File: src/sv/assert_macros.svh
// Assertion helpers for the ancestor engine RTL.
`ifndef ASSERT_MACROS_SVH
`define ASSERT_MACROS_SVH

// Plain invariant, checked on every clock edge out of reset.
`define LCA_ASSERT(lbl, cond, msg) \
    lbl: assert property (@(posedge i_clk) disable iff (!i_rst_n) (cond)) \
        else $error(msg);

// Same-cycle implication.
`define LCA_ASSERT_IMP(lbl, ante, cons, msg) \
    lbl: assert property (@(posedge i_clk) disable iff (!i_rst_n) (ante) |-> (cons)) \
        else $error(msg);

`endif

File: src/sv/lca_ram.sv
// ----------------------------------------------------------------------------
// lca_ram
// Generic single write, single read memory with a registered read port.
// ----------------------------------------------------------------------------
`default_nettype none

module lca_ram #(
    parameter  int W     = 8,
    parameter  int DEPTH = 16,
    localparam int AW    = $clog2(DEPTH)
) (
    input  wire logic          i_clk,
    input  wire logic          i_we,
    input  wire logic [AW-1:0] i_waddr,
    input  wire logic [W-1:0]  i_wdata,
    input  wire logic [AW-1:0] i_raddr,
    output logic      [W-1:0]  o_rdata
);

    logic [W-1:0] r_mem [DEPTH];

    always_ff @(posedge i_clk) begin
        if (i_we) begin
            r_mem[i_waddr] <= i_wdata;
        end
        o_rdata <= r_mem[i_raddr];
    end

endmodule

`default_nettype wire
File: config.mk
export PLATFORM = sky130hd
export DESIGN_NAME = lca_ram
export DESIGN_NICKNAME = d
export VERILOG_FILES = /design/src/sv/assert_macros.svh /design/src/sv/lca_ram.sv
export SDC_FILE = /design/constraint.sdc
export NUM_CORES = 1
export LEC_CHECK = 0
export BUFFER_PORTS_ARGS = -buffer_cell sky130_fd_sc_hd__buf_2
export CORE_AREA = 2 2 96 98
export CTS_CLUSTER_SIZE = 40
export DETAILED_ROUTE_END_ITERATION = 6
export DIE_AREA = 0 0 98 100
export PLACE_DENSITY_LB_ADDON = 0.15
export REMOVE_ABC_BUFFERS = 1
export SETUP_SLACK_MARGIN = 0.02
export SLEW_MARGIN = 20
export SYNTH_ARGS = -nofsm -noshare
export SYNTH_HDL_FRONTEND = slang
export SYNTH_SLANG_ARGS = --single-unit
export TNS_END_PERCENT = 30
File: constraint.sdc
create_clock -name i_clk -period 3.2 [get_ports i_clk]
set_clock_uncertainty 0.1 [all_clocks]
set_input_delay 0.32 -clock i_clk [delete_from_list [all_inputs] [get_ports i_clk]]
set_output_delay 0.32 -clock i_clk [all_outputs]
set_load 0.05 [all_outputs]
==> impl_metrics.ini <==
[status]
status = finished clean

[route]
drt_iter0_drc = 191
wl_per_cell_um = 24.6
drt_pass1_iterations = 4
viasPerCell = 6.07
routed_wl_mm = 9.84
antenna_left = 0
num_vias = 2428
drc = 0

[global_routing]
grt_pass1_vias = 2513
grtUsageTotal_pct = 22.5
grt_max_degree = 33
gr-total-overflow = 0
grt_first_pass_wirelength_mm = 15.3
antenna_found_initial = 0

[die]
core_area_um2 = 8890
ios = 26
die_h_um = 100
rows = 35
die_x_um = 98
die_area_um2 = 9800
initial_core_util_pct = 57.9

[clock_network]
ctsResizeCount = 0
cts_hold_buffers = 0
tritoncts = yes
clk_pin_slew_worst_paths_ns = 0.06
h-tree-depth = 4
post_cts_buffers = 0
clockBufferDepth = 2
clk_latency_ns = 0.51
root_buffer = clkbuf_8
cts_buffers = 17
cts_num_sinks = 136

[timing]
min_period_ns = 1.63
fin_ws_ns = 1.57
tns_ns = 0
finalMaxSlewViolations = 0
final_hold_viol_count = 0
rsz0062_at_grt = no
final.period_utilization_pct = 51.0
maxSlewHeadroom_pct = 41.7
max_freq_mhz = 612
worst_pin_slew_ns = 0.871
setup_viol = 0
whs_ns = 0.0880

[run]
maxCapViolCount = 0

[pwr]
swShare_pct = 19.3
sequentialPowerShare_pct = 45.8
p_clk_share_pct = 49.2
p_comb_share_pct = 5.0
p_per_area_nw_per_um2 = 719
ir_drop_uv = 501
p_sw_uw = 843
intPower_uw = 3530
cellLeakagePower_uw = 0.00208

[critical_path]
cpPeakStageDelay_ns = 0.68
crit_fanout = 32
worstPathArrival_ns = 1.92
critPathLaunchType = input port
worstSetupPathType = input port to flop
slowest_stage = mux4_1
crit_chain = buf_2 -> buf_4 -> mux4_1 -> a22oi_1 -> nand2_1
critPathRequiredTime_ns = 3.49
end_kind = flop

[place]
place_congestion = 0.766
io_buffer_count = 25
place_ws_ns = 1.03
place_hpwl_mm = 5.95

[yosys]
synth_cell_type_count = 19
synth_area_um2 = 5150
ys_seq_elements = 136
netlist_instances = 229
yosysWarnings = 0
synth_area_per_cell_um2 = 22.5
ys_seq_area_share_pct = 77.8
synthTopCellsByArea = edfxtp_1 75%, mux4_2 7.9%, mux4_1 7.1%, dfxtp_1 3.1%, a22oi_1 2.3%
synth_top_area_share_pct = 74.7
synth_top_cell_by_area = edfxtp_1

[min_path]
min_path_type = input port to flop

[layout]
drive_gt1_share_pct = 30.1
final.fill_count = 572
syn_to_final_growth_pct = 18.3
num_antenna_cells = 0
final_nets = 294
[flip-flops by register name, summed over array words and instances, names as in the netlist]
signal and count:
o_rdata 8, r_mem 128
[cells in the final DEF, fill, tap and decap left out, drive strengths merged]
cell type,count
bufinv,6
edfxtp,128
clkinv,2
mux4,32
inv,1
and2,1
a22oi,16
nor2b,1
clkinvlp,2
nor3,4
nand3,1
or3b,1
nand2,9
buf,38
and2b,1
nand3b,2
dfxtp,8
nor2,13
clkbuf,21
nand2b,2
[logic make-up after synthesis]
family | after synthesis | share of synthesized area (%)
AO/OA/AOI/OAI | 16 | 2.33
buffers and inverters | 10 | 1.68
flip-flops | 136 | 77.8
multiplexers | 32 | 15.0
AND/OR/NAND/NOR | 35 | 3.18
[layout make-up]
type,instances,area (um^2),area share (%)
well taps,111,139,2.28
flip-flops and latches,136,4000,65.7
multi-input cells,83,1060,17.4
clock buffers,21,449,7.38
clock inverters,11,218,3.58
repair buffers,38,223,3.66
[power groups by stage]
stage | clock network [uW] | registers (uW) | logic, uW
after floorplan | 0 | 2080 | 79.8
after global placement | 0 | 2040 | 216
after detailed placement | 0 | 2040 | 220
after CTS | 2180 | 2000 | 221
after global routing | 2250 | 2010 | 237
final | 2150 | 2000 | 218
[synthesized netlist by cell type (all sizes together)]
master	n
or3b	1
nand2b	2
and2	1
mux4	32
nand3	1
nand3b	2
edfxtp	128
nor3	4
clkdlybuf4s25	3
nor2b	1
nor2	13
nand2	9
and2b	1
dfxtp	8
buf	7
a22oi	16
[layer usage]
metal / up-vias / track usage, % / part of all wire, %
li1: 1068 / - / -
met1: 1257 / 33.1 / 44
met2: 95 / 33.8 / 49
met3: 8 / 6.27 / 6.5
met4: 0 / 6.94 / 0.56
met5: - / 0 / 0
[final timing paths]
| path | depth (start not counted) | startpoint | slack (ns) | to |
|---|---|---|---|---|
| setup / recovery | 5 | i_raddr[0] | 1.57 | o_rdata[1] |
| hold / removal | 1 | i_wdata[2] | 0.09 | r_mem[4][2] |
| setup reg to reg | 3 | r_mem[5][1] | 1.74 | o_rdata[1] |
| hold reg to reg | 3 | r_mem[14][5] | 0.58 | o_rdata[5] |
[stage by stage]
| stage | cells | utilization (%) | cell area [um^2] | total power, uW |
|---|---|---|---|---|
| floorplan | 219 | - | 5060 | 2160 |
| finish | 400 | 68.5 | 6090 | 4380 |
| CTS | 400 | 68.5 | 6090 | 4400 |
| detailed placement | 368 | 61.0 | 5420 | 2260 |
| global placement | 368 | 61.0 | 5420 | 2260 |
| global route | 400 | 68.5 | 6090 | 4500 |
[critical path: cells and delay by family]
kind	cells	cell delay, ns
compound gates	1	0.23
buf+inv	2	0.57
simple gates	1	0.10
mux	1	0.68
Power figures use the tool's default switching activity.
